**src/rtl/ugbc_pkg.sv**
```systemverilog
`timescale 1ns / 1ps

package ugbc_pkg;

   typedef enum logic [1:0] {
      VERDICT_INVALID   = 2'd0,
      VERDICT_MULTIBYTE = 2'd1,
      VERDICT_PLAIN     = 2'd2
   } verdict_type;

   typedef struct packed {
      logic       valid;
      logic [7:0] data;
      logic       last;
   } word_type;

   localparam logic [7:0] BYTE_ASCII_END  = 8'h80;
   localparam logic [7:0] BYTE_LEAD2_LO   = 8'hC0;
   localparam logic [7:0] BYTE_OVERLONG   = 8'hC1;
   localparam logic [7:0] BYTE_LEAD3_LO   = 8'hE0;
   localparam logic [7:0] BYTE_LEAD4_LO   = 8'hF0;
   localparam logic [7:0] BYTE_LEAD5_LO   = 8'hF8;
   localparam logic [7:0] BYTE_LEAD6_LO   = 8'hFC;
   localparam logic [7:0] BYTE_LEAD6_HI   = 8'hFD;
   localparam logic [7:0] GBK_LEAD_LO     = 8'h81;
   localparam logic [7:0] GBK_HI          = 8'hFE;
   localparam logic [7:0] GBK_TRAIL_LO    = 8'h40;
   localparam logic [1:0] CONT_TAG        = 2'b10;

endpackage

```
**src/rtl/ugbc_scan.sv**
```systemverilog
`timescale 1ns / 1ps

module ugbc_scan (
   input  logic                 clock,
   input  logic                 reset,
   input  ugbc_pkg::word_type   word,
   output ugbc_pkg::verdict_type verdict
);

   logic [2:0] utf_left_ff, utf_left_in;
   logic       only_ascii_ff, only_ascii_in;
   logic       long_lead_ff, long_lead_in;
   logic       utf_broken_ff, utf_broken_in;
   logic       gbk_due_ff, gbk_due_in;
   logic       gbk_broken_ff, gbk_broken_in;
   logic       overlong_ff, overlong_in;
   logic [7:0] b;

   assign b = word.data;

   always_comb begin
      utf_left_in   = utf_left_ff;
      only_ascii_in = only_ascii_ff;
      long_lead_in  = long_lead_ff;
      utf_broken_in = utf_broken_ff;
      overlong_in   = overlong_ff;
      if (utf_left_ff == 3'd0) begin
         if (b[7]) only_ascii_in = 1'b0;
         priority if (b < ugbc_pkg::BYTE_ASCII_END) begin
            utf_left_in = 3'd0;
         end else if (b >= ugbc_pkg::BYTE_LEAD6_LO && b <= ugbc_pkg::BYTE_LEAD6_HI) begin
            utf_left_in  = 3'd5;
            long_lead_in = 1'b1;
         end else if (b >= ugbc_pkg::BYTE_LEAD5_LO) begin
            utf_left_in  = 3'd4;
            long_lead_in = 1'b1;
         end else if (b >= ugbc_pkg::BYTE_LEAD4_LO) begin
            utf_left_in  = 3'd3;
            long_lead_in = 1'b1;
         end else if (b >= ugbc_pkg::BYTE_LEAD3_LO) begin
            utf_left_in  = 3'd2;
            long_lead_in = 1'b1;
         end else if (b >= ugbc_pkg::BYTE_LEAD2_LO) begin
            utf_left_in = 3'd1;
            if (b <= ugbc_pkg::BYTE_OVERLONG) overlong_in = 1'b1;
         end else begin
            utf_broken_in = 1'b1;
         end
      end else begin
         if (b[7:6] != ugbc_pkg::CONT_TAG) utf_broken_in = 1'b1;
         utf_left_in = utf_left_ff - 3'd1;
      end
   end

   always_comb begin
      gbk_due_in    = gbk_due_ff;
      gbk_broken_in = gbk_broken_ff;
      if (!gbk_due_ff) begin
         if (b[7]) begin
            if (b >= ugbc_pkg::GBK_LEAD_LO && b <= ugbc_pkg::GBK_HI) gbk_due_in = 1'b1;
            else gbk_broken_in = 1'b1;
         end
      end else begin
         if (b < ugbc_pkg::GBK_TRAIL_LO || b > ugbc_pkg::GBK_HI) gbk_broken_in = 1'b1;
         gbk_due_in = 1'b0;
      end
   end

   always_comb begin
      priority if (utf_broken_in || utf_left_in != 3'd0) begin
         verdict = ugbc_pkg::VERDICT_INVALID;
      end else if (only_ascii_in) begin
         verdict = ugbc_pkg::VERDICT_PLAIN;
      end else if (long_lead_in || gbk_broken_in || gbk_due_in) begin
         verdict = ugbc_pkg::VERDICT_MULTIBYTE;
      end else if (overlong_in) begin
         verdict = ugbc_pkg::VERDICT_INVALID;
      end else begin
         verdict = ugbc_pkg::VERDICT_MULTIBYTE;
      end
   end

   always_ff @(posedge clock) begin
      if (reset || (word.valid && word.last)) begin
         utf_left_ff   <= 3'd0;
         only_ascii_ff <= 1'b1;
         long_lead_ff  <= 1'b0;
         utf_broken_ff <= 1'b0;
         gbk_due_ff    <= 1'b0;
         gbk_broken_ff <= 1'b0;
         overlong_ff   <= 1'b0;
      end else if (word.valid) begin
         utf_left_ff   <= utf_left_in;
         only_ascii_ff <= only_ascii_in;
         long_lead_ff  <= long_lead_in;
         utf_broken_ff <= utf_broken_in;
         gbk_due_ff    <= gbk_due_in;
         gbk_broken_ff <= gbk_broken_in;
         overlong_ff   <= overlong_in;
      end
   end

endmodule

```
**src/rtl/utf8_gbk_byte_stream_classifier_top.sv**
```systemverilog
`timescale 1ns / 1ps

// Classifies a string sent one byte per word, the final byte marked by
// req_last_byte, and returns one verdict word per string (0 invalid, 1 multibyte
// UTF-8 text, 2 all ASCII). A byte is taken in every cycle that req_stall is
// low; it passes an input register and the UTF-8 and GBK state update, and its
// verdict is registered into the two-entry result buffer, which drives rsp_valid.
// req_stall rises only when the result buffer, counting a verdict still in
// flight, holds two words and none leaves in that cycle.
module utf8_gbk_byte_stream_classifier_top (
   input  logic       clock,
   input  logic       reset,
   input  logic       req_valid,
   output logic       req_stall,
   input  logic [7:0] req_data_byte,
   input  logic       req_last_byte,
   output logic       rsp_valid,
   input  logic       rsp_stall,
   output logic [1:0] rsp_verdict
);

   ugbc_pkg::word_type    word_ff, word_in;
   ugbc_pkg::verdict_type verdict;
   logic                  out_valid_ff, out_valid_in;
   logic [1:0]            out_verdict_ff, out_verdict_in;
   logic                  skid_valid_ff, skid_valid_in;
   logic [1:0]            skid_verdict_ff, skid_verdict_in;
   logic                  push, pop, out_free;
   logic [1:0]            occupancy;

   assign occupancy = {1'b0, out_valid_ff} + {1'b0, skid_valid_ff}
                    + {1'b0, word_ff.valid & word_ff.last};
   assign req_stall = (occupancy >= 2'd2) && !pop;

   always_comb begin
      word_in.valid = req_valid && !req_stall;
      word_in.data  = req_data_byte;
      word_in.last  = req_last_byte;
   end

   ugbc_scan u_scan (
      .clock   (clock),
      .reset   (reset),
      .word    (word_ff),
      .verdict (verdict)
   );

   assign push     = word_ff.valid && word_ff.last;
   assign pop      = out_valid_ff && !rsp_stall;
   assign out_free = !out_valid_ff || pop;

   always_comb begin
      out_valid_in    = out_valid_ff;
      out_verdict_in  = out_verdict_ff;
      skid_valid_in   = skid_valid_ff;
      skid_verdict_in = skid_verdict_ff;
      if (out_free) begin
         if (skid_valid_ff) begin
            out_valid_in    = 1'b1;
            out_verdict_in  = skid_verdict_ff;
            skid_valid_in   = push;
            skid_verdict_in = verdict;
         end else begin
            out_valid_in   = push;
            out_verdict_in = verdict;
         end
      end else if (push) begin
         skid_valid_in   = 1'b1;
         skid_verdict_in = verdict;
      end
   end

   always_ff @(posedge clock) begin
      if (reset) begin
         word_ff.valid <= 1'b0;
         out_valid_ff  <= 1'b0;
         skid_valid_ff <= 1'b0;
      end else begin
         word_ff.valid <= word_in.valid;
         out_valid_ff  <= out_valid_in;
         skid_valid_ff <= skid_valid_in;
      end
      word_ff.data    <= word_in.data;
      word_ff.last    <= word_in.last;
      out_verdict_ff  <= out_verdict_in;
      skid_verdict_ff <= skid_verdict_in;
   end

   assign rsp_valid   = out_valid_ff;
   assign rsp_verdict = out_verdict_ff;

   a_skid_behind_out: assert property (@(posedge clock) disable iff (reset)
      skid_valid_ff |-> out_valid_ff)
      else $error("skid entry held while output register empty");

   a_no_overflow: assert property (@(posedge clock) disable iff (reset)
      push && !out_free |-> !skid_valid_ff)
      else $error("verdict pushed into full result buffer");

   a_verdict_code: assert property (@(posedge clock) disable iff (reset)
      rsp_valid |-> rsp_verdict != 2'd3)
      else $error("undefined verdict code on output");

endmodule
```
**config.mk**
```make
export PLATFORM = sky130hd
export DESIGN_NAME = utf8_gbk_byte_stream_classifier_top
export DESIGN_NICKNAME = d
export VERILOG_FILES = /design/src/rtl/ugbc_pkg.sv /design/src/rtl/ugbc_scan.sv /design/src/rtl/utf8_gbk_byte_stream_classifier_top.sv
export SDC_FILE = /design/constraint.sdc
export NUM_CORES = 1
export LEC_CHECK = 0
export ABC_AREA = 1
export BUFFER_PORTS_ARGS = -buffer_cell sky130_fd_sc_hd__clkbuf_2
export CORE_UTILIZATION = 58
export CTS_BUF_LIST = sky130_fd_sc_hd__clkbuf_4
export DETAILED_ROUTE_END_ITERATION = 16
export PLACE_DENSITY = 0.81
export SYNTH_ARGS = -nofsm -noshare
export SYNTH_HDL_FRONTEND = slang
export SYNTH_HIERARCHICAL = 1
export SYNTH_SLANG_ARGS = --single-unit
```
**constraint.sdc**
```tcl
create_clock -name clock -period 2.28 [get_ports clock]
set_input_delay 0.456 -clock clock [delete_from_list [all_inputs] [get_ports clock]]
set_output_delay 0.456 -clock clock [all_outputs]
set_load 0.005 [all_outputs]
```
Yosys cells after proc, flatten, opt, wreduce, memory -nomap -nowiden
Cells that the tools add are included.

word-level totals
  flip-flop bits (word level) = 25
  input bits = 13
  output and inout bits = 4

cells by class
  $lt $le $gt $ge = 13
  reduce and logical (&&, ||, !) cells = 20
  equality and inequality tests = 2
  bitwise operators = 1
  add/subtract/negate cells = 3
  multiplexer cells = 50

operator list
  operator             number
  $ge 8x8->1 const B   6
  $mux 1               36
  $le 8x8->1 const B   3
  $mux 3               7
  $mux 2               7
  $gt 8x8->1 const B   1
  $lt 8x7->1 const B   1
  $lt 8x8->1 const B   1
  $logic_and 1x1->1    6
  $logic_or 1x1->1     6
  $logic_not 1->1      4
  $ne 2x2->1 const B   2
  $logic_not 3->1      1
  $reduce_bool 3->1    1
  $sub 3x1->3 const B  1
  $add 1x1->2          1
  $add 2x1->2          1
  $ge 2x2->1 const B   1
  $reduce_and 2->1     1
  $reduce_bool 2->1    1
  $and 1x1->1          1

Longest topological paths before layout
Gate-level depths: netlist of run 1.

  depth after elaboration = 15
  gate-level depth with buffers = 13
  depth with buffers taken out = 13

Cells and area by module
Netlist of run 1, hierarchy kept.

by module, submodules not included
  module                               cells each  area an instance (sq um)  instances  seq. area each (sq um)
  ugbc_scan                            117         678.2                     1          180.2
  utf8_gbk_byte_stream_classifier_top  45          493.0                     1          360.3

Least setup slack after synthesis of run 1
OpenSTA, ideal clock, no wires.

  path kind = flip-flop to flip-flop
  start point = register u_scan.utf_left_ff[0]
  end point = register out_verdict_ff[0], in the netlist rsp_verdict[0] (data pin)
  required time = 2.028 ns
  setup slack = 0.655 ns
  path buffers = 0
  arrival = 1.373 ns
  setup time = 0.252 ns
  cell stages (with the launch flop) = 14
  cells stage by stage = dfxtp_1 inv_1 ha_1 inv_1 nor2_1 nand2_1 a21oi_1 nand3_1 nand2_1 nand2_1 nor2_1 nor2_1 nand2_1 nand2_1

on the way
  cells in the longest elaborated chain, start to end = 11
  elaborated cells on any way between the ends = 22

ends and longest elaborated chain
  element                 line                                       source
  from (decl)             ugbc_scan.sv:10                            logic [2:0] utf_left_ff, utf_left_in;
  from (signal assigned)  ugbc_scan.sv:93                            utf_left_ff <= utf_left_in;
  $mux 3                  ugbc_scan.sv:43                            end else if (b >= ugbc_pkg::BYTE_LEAD2_LO) begin
  $mux 3                  ugbc_scan.sv:40                            end else if (b >= ugbc_pkg::BYTE_LEAD3_LO) begin
  $mux 3                  ugbc_scan.sv:37                            end else if (b >= ugbc_pkg::BYTE_LEAD4_LO) begin
  $mux 3                  ugbc_scan.sv:34                            end else if (b >= ugbc_pkg::BYTE_LEAD5_LO) begin
  $mux 3                  ugbc_scan.sv:31                            end else if (b >= ugbc_pkg::BYTE_LEAD6_LO && b <= ugbc_pkg::BYTE_LEAD6_HI) begin
  $mux 3                  ugbc_scan.sv:29                            priority if (b < ugbc_pkg::BYTE_ASCII_END) begin
  $mux 3                  ugbc_scan.sv:27                            if (utf_left_ff == 3'd0) begin
  $reduce_bool 3->1       ugbc_scan.sv:70                            priority if (utf_broken_in || utf_left_in != 3'd0) begin
  $logic_or 1x1->1        ugbc_scan.sv:70
  $mux 2 (*)              ugbc_scan.sv:70
  $mux 2 (*)              utf8_gbk_byte_stream_classifier_top.sv:58  if (skid_valid_ff) begin
  to (signal assigned)    utf8_gbk_byte_stream_classifier_top.sv:85  out_verdict_ff <= out_verdict_in;
  to (decl)               utf8_gbk_byte_stream_classifier_top.sv:25  logic [1:0] out_verdict_ff, out_verdict_in;

Mark *: on every way between the ends. The rest lies on a longest branch, timed or not.
A chain may end at the register's enable or synchronous reset.

Worst setup path in the final report of run 1
  start point = register word_ff[9] (netlist bit)
  end point = output port req_stall

on the way
  cells in the longest elaborated chain, start to end = 4

ends and longest elaborated chain
  element            line                                       source
  from (decl)        utf8_gbk_byte_stream_classifier_top.sv:22  ugbc_pkg::word_type word_ff, word_in;
  $and 1x1->1        utf8_gbk_byte_stream_classifier_top.sv:32  + {1'b0, word_ff.valid & word_ff.last};
  $add 2x1->2        utf8_gbk_byte_stream_classifier_top.sv:32
  $ge 2x2->1         utf8_gbk_byte_stream_classifier_top.sv:33  assign req_stall = (occupancy >= 2'd2) && !pop;
  $logic_and 1x1->1  utf8_gbk_byte_stream_classifier_top.sv:33
  to (decl)          utf8_gbk_byte_stream_classifier_top.sv:14  output logic req_stall,

Every way passes these cells.

==> results of run 1 <==
-- metrics by stage --
| step | utilization, % | cell area (um^2) |
|---|---|---|
| 6_report | 72.50 | 1306 |
| 5_1_grt | 72.50 | 1306 |
| 4_1_cts | 72.50 | 1306 |
| 3_5_place_dp | 70.97 | 1279 |
| 2_1_floorplan | - | 1171 |
| 3_3_place_gp | 70.97 | 1279 |
-- power by group through the flow --
stage               Clock, W  Sequential [W]  Combinational (W)
finish              0.000195        0.000493           0.000131
global route        0.000217        0.000496           0.000151
CTS                 0.000204        0.000492           0.000130
detailed placement         0        0.000502           0.000129
global placement           0        0.000501           0.000122
floorplan                  0        0.000498          0.0000920
-- kinds of logic after synthesis --
| group | count (synthesis) |
|---|---|
| xor gates and xnor gates | 1 |
| AOI/OAI and AO/OA | 22 |
| adders and majority gates | 3 |
| and+or+nand+nor | 79 |
| DFF | 25 |
| buffers and inverters | 32 |
-- Yosys cell counts (3+ instances only) --
| cell | n | area share [%] |
|---|---|---|
| nor2_1 | 12 | 3.8 |
| ha_1 | 3 | 3.2 |
| nand2_1 | 46 | 15 |
| a21oi_1 | 11 | 4.7 |
| o21ai_0 | 8 | 3.4 |
| edfxtp_1 | 4 | 10 |
| inv_1 | 30 | 9.6 |
| nand2_2 | 3 | 1.6 |
| nand4_1 | 3 | 1.6 |
| dfxtp_1 | 21 | 36 |
| nand3_1 | 10 | 4.3 |
-- layout make-up --
type,count,area (um^2)
inverter,31,116.4
clock buffer,3,22.52
sequential,25,540.5
timing repair buffer,16,80.08
fill,159,495.5
tap,25,31.28
clock inverter,1,5.005
multi-input combinational,105,510.5
-- registers in the layout, indices dropped and copies added, names as in the netlist --
signal / flops
rsp_valid: 1
rsp_verdict: 2
skid_valid_ff: 1
skid_verdict_ff: 2
u_scan/gbk_broken_ff: 1
u_scan/gbk_due_ff: 1
u_scan/long_lead_ff: 1
u_scan/only_ascii_ff: 1
u_scan/overlong_ff: 1
u_scan/utf_broken_ff: 1
u_scan/utf_left_ff: 3
word_ff: 10
-- routing by layer --
layer | global-route usage (%) | routed length (um)
met2 | 43.89 | 1129
met4 | 9.714 | 12
met1 | 29.81 | 1010
met3 | 3.462 | 119
met5 | 0 | 0
-- cells in the final DEF (no fill, tap or decap), types with 3 or more instances in the layout --
master,instances
nand2_1,46
inv_1,30
dfxtp_1,21
clkbuf_2,16
nor2_1,12
a21oi_1,11
nand3_1,10
o21ai_0,8
edfxtp_1,4
nand2_2,3
ha_1,3
clkbuf_4,3
nand4_1,3
-- worst reg2reg max path, cell delays in order, from the launching register on --
cell and delay, ns:
dfxtp_1 0.34, inv_1 0.11, ha_1 0.18, inv_1 0.04
nor2_1 0.16, nand2_1 0.12, a21oi_1 0.17, nand3_1 0.11
nand2_1 0.08, nand2_1 0.05, nor2_1 0.11, nor2_1 0.07
nand2_1 0.06, nand2_1 0.04
-- final timing paths --
path / from / to / cells after the start
worst max-delay path: word_ff[9]$_SDFF_PP0_ / req_stall / 8
worst min-delay path: req_data_byte[1] / word_ff[2]$_DFF_P_ / 1
worst max register to register: u_scan/utf_left_ff[0]$_SDFFE_PP0P_ / rsp_verdict[0]$_DFFE_PP_ / 13
worst min register to register: u_scan/overlong_ff$_SDFFE_PP0P_ / u_scan/overlong_ff$_SDFFE_PP0P_ / 2
==> impl_metrics.prom, run 1 <==
# TYPE chip_impl_metric gauge
chip_impl_metric{name="max_cap_viol_count",unit=""} 0
chip_impl_metric{name="start_util",unit="%"} 65.00
chip_impl_metric{name="synthArstFlopShare",unit="%"} 0
chip_impl_metric{name="floorplan.die_area",unit="um^2"} 2203
chip_impl_metric{name="postCtsHoldBufs",unit=""} 0
chip_impl_metric{name="slew_headroom",unit="%"} 65.64
chip_impl_metric{name="synth_seq_area_share",unit="%"} 46.15
chip_impl_info{name="slowest_stage",value="dfxtp_1"} 1
chip_impl_metric{name="clock_tree.htree_level_count",unit=""} 1
chip_impl_metric{name="xor_xnor_fraction_of_synth_area",unit="%"} 0.7479
chip_impl_metric{name="placed_cells_incl_taps",unit=""} 202
chip_impl_metric{name="postCtsResizedCells",unit=""} 0
chip_impl_metric{name="ys.warnings.count",unit=""} 6
chip_impl_info{name="crit_family",value="flip-flops"} 1
chip_impl_metric{name="wl",unit="um"} 2272
chip_impl_info{name="nature_of_the_critical_path_startpoint",value="register"} 1
chip_impl_metric{name="routability_cong",unit=""} 0.8111
chip_impl_metric{name="crit_arrival",unit="ns"} 1.65
chip_impl_info{name="hp-class",value="in2reg"} 1
chip_impl_metric{name="cp.buffers_inverters",unit=""} 3
chip_impl_metric{name="timing.reg2reg.setup_slack",unit="ns"} 0.41
chip_impl_metric{name="design.core.area",unit="um^2"} 1802
chip_impl_metric{name="period_minus_slack",unit="ns"} 2.109
chip_impl_metric{name="drt_pass1_iterations",unit=""} 4
chip_impl_metric{name="number_of_global_route_vias_before_repair",unit=""} 953
chip_impl_metric{name="netlist_instances",unit=""} 162
chip_impl_metric{name="cell_internal_pwr",unit="W"} 0.0005893
chip_impl_metric{name="grt_start_max_net_pins",unit=""} 15
chip_impl_metric{name="globalRouteOverflowTotal",unit=""} 0
chip_impl_metric{name="synth_cell_type_count",unit=""} 22
chip_impl_metric{name="yosys.area_share.adder",unit="%"} 3.205
chip_impl_metric{name="die_x",unit="um"} 46.94
chip_impl_metric{name="switchingPower",unit="W"} 0.0002299
chip_impl_metric{name="cts_num_sinks",unit=""} 25
chip_impl_metric{name="die_height",unit="um"} 46.94
chip_impl_metric{name="worstPathRequired",unit="ns"} 1.82
chip_impl_metric{name="muxShareOfSynthArea",unit="%"} 0
chip_impl_metric{name="post_cts_setup_inserts",unit=""} 0
chip_impl_metric{name="final.hold.worst_slack",unit="ns"} 0.2246
chip_impl_metric{name="p_total",unit="W"} 0.0008192
chip_impl_info{name="path_cells",value="nand2_1 -> inv_1 -> ha_1 -> nand2_1 -> nand2_1 -> nand2_1 -> inv_1 -> clkbuf_2"} 1
chip_impl_metric{name="clkLatencyLatePin",unit="ns"} 0.32
chip_impl_metric{name="power.clock.fraction",unit="%"} 23.8
chip_impl_metric{name="timing_worst_slew_pin_value",unit="ns"} 0.5154
chip_impl_metric{name="p_sw_share",unit="%"} 28.06
chip_impl_metric{name="drc",unit=""} 0
chip_impl_metric{name="post_synth_edffs",unit=""} 4
chip_impl_metric{name="io-pin-count",unit=""} 17
chip_impl_metric{name="post-place-ws",unit="ns"} 0.4860
chip_impl_metric{name="timing.final.ws_setup",unit="ns"} 0.1705
chip_impl_metric{name="report.final.setup_viol",unit=""} 0
chip_impl_metric{name="finalNonFillerCells",unit=""} 206
chip_impl_info{name="crit_path_end_kind",value="output pin"} 1
chip_impl_metric{name="layout-area-overhead-vs-synth",unit="%"} 11.54
chip_impl_metric{name="ant_nets",unit=""} 0
chip_impl_info{name="synth_top_family_by_area",value="simple AND/OR/NAND/NOR gates"} 1
chip_impl_metric{name="slew_violations",unit=""} 0
chip_impl_metric{name="avgRoutedWirePerCell",unit="um"} 11.03
chip_impl_metric{name="cts-buffers-inserted",unit=""} 3
chip_impl_metric{name="synth_area_per_cell",unit="um^2"} 7.229
chip_impl_metric{name="synth.ff_latch_count",unit=""} 25
chip_impl_metric{name="initialDrtViolationCount",unit=""} 27
chip_impl_metric{name="worst_clock_skew_on_the_final_layout",unit="ns"} 0.008090
chip_impl_metric{name="detailroute.via_count",unit=""} 1025
chip_impl_metric{name="dp_hpwl",unit="um"} 1798
chip_impl_metric{name="drive_gt1_share",unit="%"} 16.02
chip_impl_metric{name="layout.nets",unit=""} 198
chip_impl_metric{name="finalSetupTns",unit="ns"} 0
chip_impl_metric{name="final_clock_period_utilization_by_the_worst_path",unit="%"} 92.52
chip_impl_metric{name="grt_first_pass_wirelength",unit="um"} 3774
chip_impl_metric{name="vias_per_cell",unit=""} 4.976
chip_impl_metric{name="finalHoldViolations",unit=""} 0
chip_impl_info{name="tritoncts",value="built"} 1
chip_impl_metric{name="grt_total_usage",unit="%"} 24.62
chip_impl_info{name="dominantRegCellSynth",value="dfxtp_1"} 1
chip_impl_metric{name="port_buf_inserts",unit=""} 16
chip_impl_metric{name="cts.path.max_buffers",unit=""} 2
chip_impl_metric{name="achievable-frequency",unit="MHz"} 474.1
chip_impl_metric{name="critPathMaxFanout",unit=""} 10
chip_impl_metric{name="power.static_leakage",unit="nW"} 0.7269
chip_impl_info{name="clock_root_buffer",value="clkbuf_4"} 1
chip_impl_metric{name="synthSimpleGateAreaFrac",unit="%"} 29.49
chip_impl_metric{name="n_antenna_cell",unit=""} 0
chip_impl_metric{name="p_seq_share",unit="%"} 60.1
chip_impl_metric{name="share_comb_of_total_power",unit="%"} 16.0
chip_impl_metric{name="max-vdd-ir-drop",unit="mV"} 0.5434
chip_impl_metric{name="clkTransAtPathRegs",unit="ns"} 0.14
chip_impl_metric{name="std_cell_rows",unit=""} 15
chip_impl_metric{name="synth_compound_area_share",unit="%"} 10.15
chip_impl_metric{name="power_density",unit="nW/um^2"} 627.2
chip_impl_info{name="grt_setup_unrepaired",value="false"} 1
chip_impl_info{name="status",value="finished clean"} 1
chip_impl_info{name="cp_common_cell",value="nand2_1"} 1
chip_impl_metric{name="cpPeakStageDelay",unit="ns"} 0.55
chip_impl_metric{name="syn-cell-area",unit="um^2"} 1171
chip_impl_metric{name="antenna_found_initial",unit=""} 0
chip_impl_info{name="path_class",value="reg2out"} 1
chip_impl_metric{name="synth_fp_nets",unit=""} 178
Power figures use the tool's default switching activity.
==> inputs of run 2 (changes only) <==
clock period = 2.1 ns   (was 2.28 ns; I/O delays follow)
==> impl_metrics.prom, run 2 (synthesis results as in run 1) <==
# TYPE chip_impl_metric gauge
chip_impl_metric{name="power_density",unit="nW/um^2"} 680.4
chip_impl_info{name="reg2reg_start",value="u_scan/utf_left_ff[0]$_SDFFE_PP0P_"} 1
chip_impl_metric{name="ant_nets",unit=""} 0
chip_impl_metric{name="antenna_found_initial",unit=""} 0
chip_impl_info{name="most-common-layout-cells",value="nand2_1, inv_1, dfxtp_1, clkbuf_2, nor2_1"} 1
chip_impl_metric{name="timing_worst_slew_pin_value",unit="ns"} 0.5092
chip_impl_metric{name="die_height",unit="um"} 46.94
chip_impl_metric{name="clock_tree.htree_level_count",unit=""} 1
chip_impl_metric{name="max-vdd-ir-drop",unit="mV"} 0.4943
chip_impl_metric{name="avgRoutedWirePerCell",unit="um"} 10.99
chip_impl_metric{name="drt_pass1_iterations",unit=""} 6
chip_impl_info{name="status",value="finished clean"} 1
chip_impl_metric{name="clkLatencyLatePin",unit="ns"} 0.32
chip_impl_info{name="slowest_stage",value="dfxtp_2"} 1
chip_impl_metric{name="number_of_global_route_vias_before_repair",unit=""} 955
chip_impl_info{name="cp_common_cell",value="nand2_1"} 1
chip_impl_metric{name="cpPeakStageDelay",unit="ns"} 0.46
chip_impl_metric{name="power.static_leakage",unit="nW"} 0.7272
chip_impl_metric{name="initialDrtViolationCount",unit=""} 38
chip_impl_metric{name="std_cell_rows",unit=""} 15
chip_impl_metric{name="largest_reg_flops",unit=""} 10
chip_impl_metric{name="max_cap_viol_count",unit=""} 0
chip_impl_metric{name="multi_input_comb_area",unit="um^2"} 510.5
chip_impl_metric{name="worstPathRequired",unit="ns"} 1.68
chip_impl_metric{name="start_util",unit="%"} 65.00
chip_impl_info{name="crit_family",value="flip-flops"} 1
chip_impl_metric{name="globalRouteOverflowTotal",unit=""} 0
chip_impl_metric{name="cts-buffers-inserted",unit=""} 3
chip_impl_metric{name="critPathMaxFanout",unit=""} 10
chip_impl_metric{name="die_x",unit="um"} 46.94
chip_impl_metric{name="post-place-ws",unit="ns"} 0.3129
chip_impl_metric{name="timing.final.ws_setup",unit="ns"} 0.1341
chip_impl_info{name="hp-class",value="in2reg"} 1
chip_impl_metric{name="final_clock_period_utilization_by_the_worst_path",unit="%"} 93.61
chip_impl_info{name="nature_of_the_critical_path_startpoint",value="register"} 1
chip_impl_metric{name="detailroute.via_count",unit=""} 1049
chip_impl_metric{name="finalHoldViolations",unit=""} 0
chip_impl_info{name="path_class",value="reg2out"} 1
chip_impl_metric{name="worst_clock_skew_on_the_final_layout",unit="ns"} 0.007119
chip_impl_info{name="timing.hold.worst.start",value="req_data_byte[1]"} 1
chip_impl_info{name="crit-reg2reg-capture",value="rsp_verdict[1]$_DFFE_PP_"} 1
chip_impl_metric{name="routability_cong",unit=""} 0.8114
chip_impl_metric{name="ff2ff_path_depth",unit=""} 13
chip_impl_metric{name="slew_headroom",unit="%"} 66.05
chip_impl_info{name="grt_setup_unrepaired",value="false"} 1
chip_impl_metric{name="final-seq-area",unit="um^2"} 541.8
chip_impl_info{name="final_common_cell",value="nand2_1"} 1
chip_impl_metric{name="dp_hpwl",unit="um"} 1810
chip_impl_metric{name="grt_start_max_net_pins",unit=""} 15
chip_impl_metric{name="port_buf_inserts",unit=""} 16
chip_impl_metric{name="n_antenna_cell",unit=""} 0
chip_impl_metric{name="report.final.setup_viol",unit=""} 0
chip_impl_metric{name="achievable-frequency",unit="MHz"} 508.7
chip_impl_metric{name="grt_total_usage",unit="%"} 24.70
chip_impl_metric{name="cp.buffers_inverters",unit=""} 3
chip_impl_metric{name="wl",unit="um"} 2263
chip_impl_metric{name="drive_gt1_share",unit="%"} 16.57
chip_impl_metric{name="layout.nets",unit=""} 198
chip_impl_info{name="crit_path_end_kind",value="output pin"} 1
chip_impl_info{name="clock_root_buffer",value="clkbuf_4"} 1
chip_impl_metric{name="fillers",unit=""} 147
chip_impl_metric{name="cts_num_sinks",unit=""} 25
chip_impl_info{name="hold_end",value="word_ff[2]$_DFF_P_"} 1
chip_impl_metric{name="period_minus_slack",unit="ns"} 1.966
chip_impl_metric{name="timing.reg2reg.setup_slack",unit="ns"} 0.28
chip_impl_metric{name="design.core.area",unit="um^2"} 1802
chip_impl_metric{name="finalSetupTns",unit="ns"} 0
chip_impl_metric{name="drc",unit=""} 0
chip_impl_metric{name="post_cts_setup_inserts",unit=""} 0
chip_impl_info{name="reg_top3",value="word_ff (10), u_scan/utf_left_ff (3)"} 1
chip_impl_info{name="tritoncts",value="built"} 1
chip_impl_info{name="top_register",value="word_ff"} 1
chip_impl_metric{name="vias_per_cell",unit=""} 5.092
chip_impl_metric{name="whs_path_depth",unit=""} 1
chip_impl_metric{name="floorplan.die_area",unit="um^2"} 2203
chip_impl_metric{name="grt_first_pass_wirelength",unit="um"} 3753
chip_impl_metric{name="crit_arrival",unit="ns"} 1.55
chip_impl_info{name="path_cells",value="nand2_1 -> inv_1 -> ha_1 -> nand2_1 -> nand2_1 -> nand2_1 -> inv_1 -> clkbuf_2"} 1
chip_impl_metric{name="p_total",unit="W"} 0.0008896
chip_impl_metric{name="io-pin-count",unit=""} 17
chip_impl_metric{name="clkTransAtPathRegs",unit="ns"} 0.13
chip_impl_metric{name="slew_violations",unit=""} 0
chip_impl_metric{name="cts.path.max_buffers",unit=""} 2
chip_impl_metric{name="layout-area-overhead-vs-synth",unit="%"} 11.64
run 2: worst max path at each step:
stage | start | slack [ns] | to | cells after the start
2_1_floorplan | u_scan/utf_left_ff[0]$_SDFFE_PP0P_ | 0.48 | rsp_verdict[0]$_DFFE_PP_ | 13
3_3_place_gp | u_scan/utf_left_ff[0]$_SDFFE_PP0P_ | 0.38 | rsp_verdict[0]$_DFFE_PP_ | 13
3_5_place_dp | u_scan/utf_left_ff[0]$_SDFFE_PP0P_ | 0.31 | rsp_verdict[0]$_DFFE_PP_ | 13
4_1_cts | word_ff[9]$_SDFF_PP0_ | 0.005 | req_stall | 8
5_1_grt | word_ff[9]$_SDFF_PP0_ | 0.007 | req_stall | 8
6_report | word_ff[9]$_SDFF_PP0_ | 0.13 | req_stall | 8
run 2: timing repair:
| action | in CTS | in global routing |
|---|---|---|
| setup endpoints to repair | 0 | 1 |
| hold buffers | 0 | 0 |
| gates resized for setup | 0 | 1 |
run 2: cell type report:
class | instances | area share [%]
Tap cell | 25 | 2.392
Inverter | 31 | 8.900
Sequential cell | 25 | 41.44
Timing Repair Buffer | 16 | 6.124
Clock inverter | 1 | 0.3828
Multi-Input combinational cell | 105 | 39.04
Clock buffer | 3 | 1.722
run 2: layer usage:
metal / wire (um) / GRT usage (%) / up-vias
met5: 0 / 0 / -
met4: 28 / 13.14 / 0
met3: 131 / 2.308 / 4
met2: 1161 / 44.72 / 42
met1: 942 / 28.61 / 462
li1: - / - / 541
run 2: report_power, final:
part	switching (W)	internal (W)	leakage, nW
logic	0.0000880	0.0000541	0.493
registers	0.0000205	0.000515	0.216
clock network	0.000141	0.0000714	0.0177
run 2: worst register-to-register path: cells and delay by family, from the launching register on:
kind | cells | cell delay (ns)
adder cells (fa/ha/maj) | 1 | 0.17
buffers and inverters | 3 | 0.27
AND/OR/NAND/NOR | 9 | 0.83
flip-flops | 1 | 0.33
run 2: through the flow:
step	area [um^2]	utilization [%]	cells	hold slack, ns
floorplan	1171	-	162	0.4426
global placement	1279	70.97	202	0.4565
detailed placement	1279	70.97	202	0.4741
CTS	1306	72.50	206	0.1867
global route	1308	72.57	206	0.1725
finish	1308	72.57	206	0.1942
==> inputs of run 3 (changes only) <==
MAX_ROUTING_LAYER = met4   (was default)
==> impl_metrics.prom, run 3 (synthesis results as in run 1) <==
# TYPE chip_impl_metric gauge
chip_impl_metric{name="design.core.area",unit="um^2"} 1802
chip_impl_metric{name="floorplan.die_area",unit="um^2"} 2203
chip_impl_info{name="nature_of_the_critical_path_startpoint",value="register"} 1
chip_impl_info{name="reg_top3",value="word_ff (10), u_scan/utf_left_ff (3)"} 1
chip_impl_metric{name="crit_arrival",unit="ns"} 1.52
chip_impl_info{name="reg2reg_start",value="u_scan/utf_left_ff[0]$_SDFFE_PP0P_"} 1
chip_impl_metric{name="ff2ff_path_depth",unit=""} 13
chip_impl_info{name="top_register",value="word_ff"} 1
chip_impl_info{name="tritoncts",value="built"} 1
chip_impl_metric{name="die_height",unit="um"} 46.94
chip_impl_metric{name="finalSetupTns",unit="ns"} 0
chip_impl_metric{name="cts.path.max_buffers",unit=""} 2
chip_impl_metric{name="die_x",unit="um"} 46.94
chip_impl_metric{name="cts_num_sinks",unit=""} 25
chip_impl_metric{name="power.static_leakage",unit="nW"} 0.7272
chip_impl_info{name="status",value="finished clean"} 1
chip_impl_metric{name="postCtsHoldBufs",unit=""} 0
chip_impl_metric{name="globalRouteOverflowTotal",unit=""} 0
chip_impl_metric{name="switchingPower",unit="W"} 0.0002439
chip_impl_metric{name="period_minus_slack",unit="ns"} 1.945
chip_impl_metric{name="p_seq_share",unit="%"} 60.5
chip_impl_metric{name="drt_pass1_iterations",unit=""} 4
chip_impl_metric{name="initialDrtViolationCount",unit=""} 34
chip_impl_metric{name="clkTransAtPathRegs",unit="ns"} 0.13
chip_impl_metric{name="ant_nets",unit=""} 0
chip_impl_metric{name="slew_headroom",unit="%"} 64.87
chip_impl_metric{name="timing.final.ws_setup",unit="ns"} 0.1555
chip_impl_metric{name="grt_first_pass_wirelength",unit="um"} 3753
chip_impl_metric{name="grt_start_max_net_pins",unit=""} 15
chip_impl_info{name="hp-class",value="in2reg"} 1
chip_impl_metric{name="worstPathRequired",unit="ns"} 1.68
chip_impl_metric{name="io-pin-count",unit=""} 17
chip_impl_metric{name="drive_gt1_share",unit="%"} 16.57
chip_impl_metric{name="worst_clock_skew_on_the_final_layout",unit="ns"} 0.005359
chip_impl_metric{name="slew_violations",unit=""} 0
chip_impl_metric{name="wl",unit="um"} 2258
chip_impl_metric{name="routability_cong",unit=""} 0.8234
chip_impl_info{name="crit-reg2reg-capture",value="rsp_verdict[1]$_DFFE_PP_"} 1
chip_impl_metric{name="max_cap_viol_count",unit=""} 0
chip_impl_metric{name="detailroute.via_count",unit=""} 1032
chip_impl_metric{name="p_total",unit="W"} 0.0008838
chip_impl_metric{name="cts-buffers-inserted",unit=""} 3
chip_impl_info{name="clock_root_buffer",value="clkbuf_4"} 1
chip_impl_metric{name="critPathMaxFanout",unit=""} 10
chip_impl_metric{name="number_of_global_route_vias_before_repair",unit=""} 954
chip_impl_metric{name="dp_hpwl",unit="um"} 1810
chip_impl_metric{name="grt_total_usage",unit="%"} 25.52
chip_impl_metric{name="antenna_found_initial",unit=""} 0
chip_impl_metric{name="report.final.setup_viol",unit=""} 0
chip_impl_metric{name="layout.nets",unit=""} 198
chip_impl_metric{name="avgRoutedWirePerCell",unit="um"} 10.96
chip_impl_metric{name="post-place-ws",unit="ns"} 0.3129
chip_impl_metric{name="max-vdd-ir-drop",unit="mV"} 0.4916
chip_impl_info{name="hold_end",value="word_ff[2]$_DFF_P_"} 1
chip_impl_metric{name="start_util",unit="%"} 65.00
chip_impl_metric{name="vias_per_cell",unit=""} 5.010
chip_impl_metric{name="n_antenna_cell",unit=""} 0
chip_impl_metric{name="power.clock.fraction",unit="%"} 23.4
chip_impl_info{name="path_class",value="reg2out"} 1
chip_impl_metric{name="timing_worst_slew_pin_value",unit="ns"} 0.5269
chip_impl_metric{name="clkLatencyLatePin",unit="ns"} 0.31
chip_impl_metric{name="drc",unit=""} 0
chip_impl_info{name="most-common-layout-cells",value="nand2_1, inv_1, dfxtp_1, clkbuf_2, nor2_1"} 1
chip_impl_metric{name="achievable-frequency",unit="MHz"} 514.3
chip_impl_metric{name="clock_tree.htree_level_count",unit=""} 1
chip_impl_metric{name="p_sw_share",unit="%"} 27.60
chip_impl_metric{name="power_density",unit="nW/um^2"} 676.0
chip_impl_metric{name="port_buf_inserts",unit=""} 16
chip_impl_metric{name="final_clock_period_utilization_by_the_worst_path",unit="%"} 92.60
chip_impl_metric{name="finalHoldViolations",unit=""} 0
chip_impl_metric{name="largest_reg_flops",unit=""} 10
chip_impl_info{name="timing.hold.worst.start",value="req_data_byte[1]"} 1
chip_impl_info{name="final_common_cell",value="nand2_1"} 1
chip_impl_info{name="crit_path_end_kind",value="output pin"} 1
chip_impl_info{name="grt_setup_unrepaired",value="false"} 1
chip_impl_metric{name="cell_internal_pwr",unit="W"} 0.0006399
chip_impl_metric{name="whs_path_depth",unit=""} 1
chip_impl_metric{name="share_comb_of_total_power",unit="%"} 16.0
chip_impl_metric{name="layout-area-overhead-vs-synth",unit="%"} 11.64
chip_impl_metric{name="std_cell_rows",unit=""} 15
chip_impl_metric{name="timing.reg2reg.setup_slack",unit="ns"} 0.28
[run 3: cell counts in the layout (fill, tap and decap cells not counted)]
Identical to the previous run, type by type.
[run 3: critical path, stage by stage, from the launching register on]
cell,delay (ns)
dfxtp_2,0.45
nand2_1,0.12
inv_1,0.09
ha_1,0.22
nand2_1,0.06
nand2_1,0.07
nand2_1,0.06
inv_1,0.03
clkbuf_2,0.10
[run 3: worst max-delay path by stage]
stage,startpoint,endpoint,slack (ns),cells past startpoint
2_1_floorplan,u_scan/utf_left_ff[0]$_SDFFE_PP0P_,rsp_verdict[0]$_DFFE_PP_,0.48,13
3_3_place_gp,u_scan/utf_left_ff[0]$_SDFFE_PP0P_,rsp_verdict[0]$_DFFE_PP_,0.38,13
3_5_place_dp,u_scan/utf_left_ff[0]$_SDFFE_PP0P_,rsp_verdict[0]$_DFFE_PP_,0.31,13
4_1_cts,word_ff[9]$_SDFF_PP0_,req_stall,0.005,8
5_1_grt,word_ff[9]$_SDFF_PP0_,req_stall,0.007,8
6_report,word_ff[9]$_SDFF_PP0_,req_stall,0.16,8
[run 3: routing by layer]
metal  track usage (%)  vias to the layer above  wire (um)
li1                  -                      540          -
met1             28.61                      452        940
met3             2.308                        4        131
met2             44.72                       36       1161
met4             13.14                        0         24
met5                 -                        -          0
[run 3: power groups by stage]
stage          combinational, W  clock, W  sequential, W
6_report               0.000142  0.000207       0.000535
5_1_grt                0.000162  0.000238       0.000540
4_1_cts                0.000142  0.000218       0.000535
3_5_place_dp           0.000141         0       0.000546
3_3_place_gp           0.000133         0       0.000544
2_1_floorplan         0.0000998         0       0.000540
[run 3: layout make-up]
type	instances	area, um^2
clock inverters	1	5.005
repair buffers	16	80.08
multi-input cells	105	510.5
flip-flops and latches	25	541.8
well taps	25	31.28
clock buffers	3	22.52
inverters	31	116.4
fillers	147	494.2
[run 3: per-stage QoR]
stage               utilization, %  std cells  hold WS, ns  instance area (um^2)
floorplan                        -        162       0.4426                  1171
global placement             70.97        202       0.4565                  1279
detailed placement           70.97        202       0.4741                  1279
CTS                          72.50        206       0.1867                  1306
global route                 72.57        206       0.1725                  1308
finish                       72.57        206       0.1999                  1308
[run 3: repair_timing]
item                                    in CTS  in global routing
endpoints found under the setup margin       0                  1
gates resized for setup                      0                  1
setup buffers                                0                  0
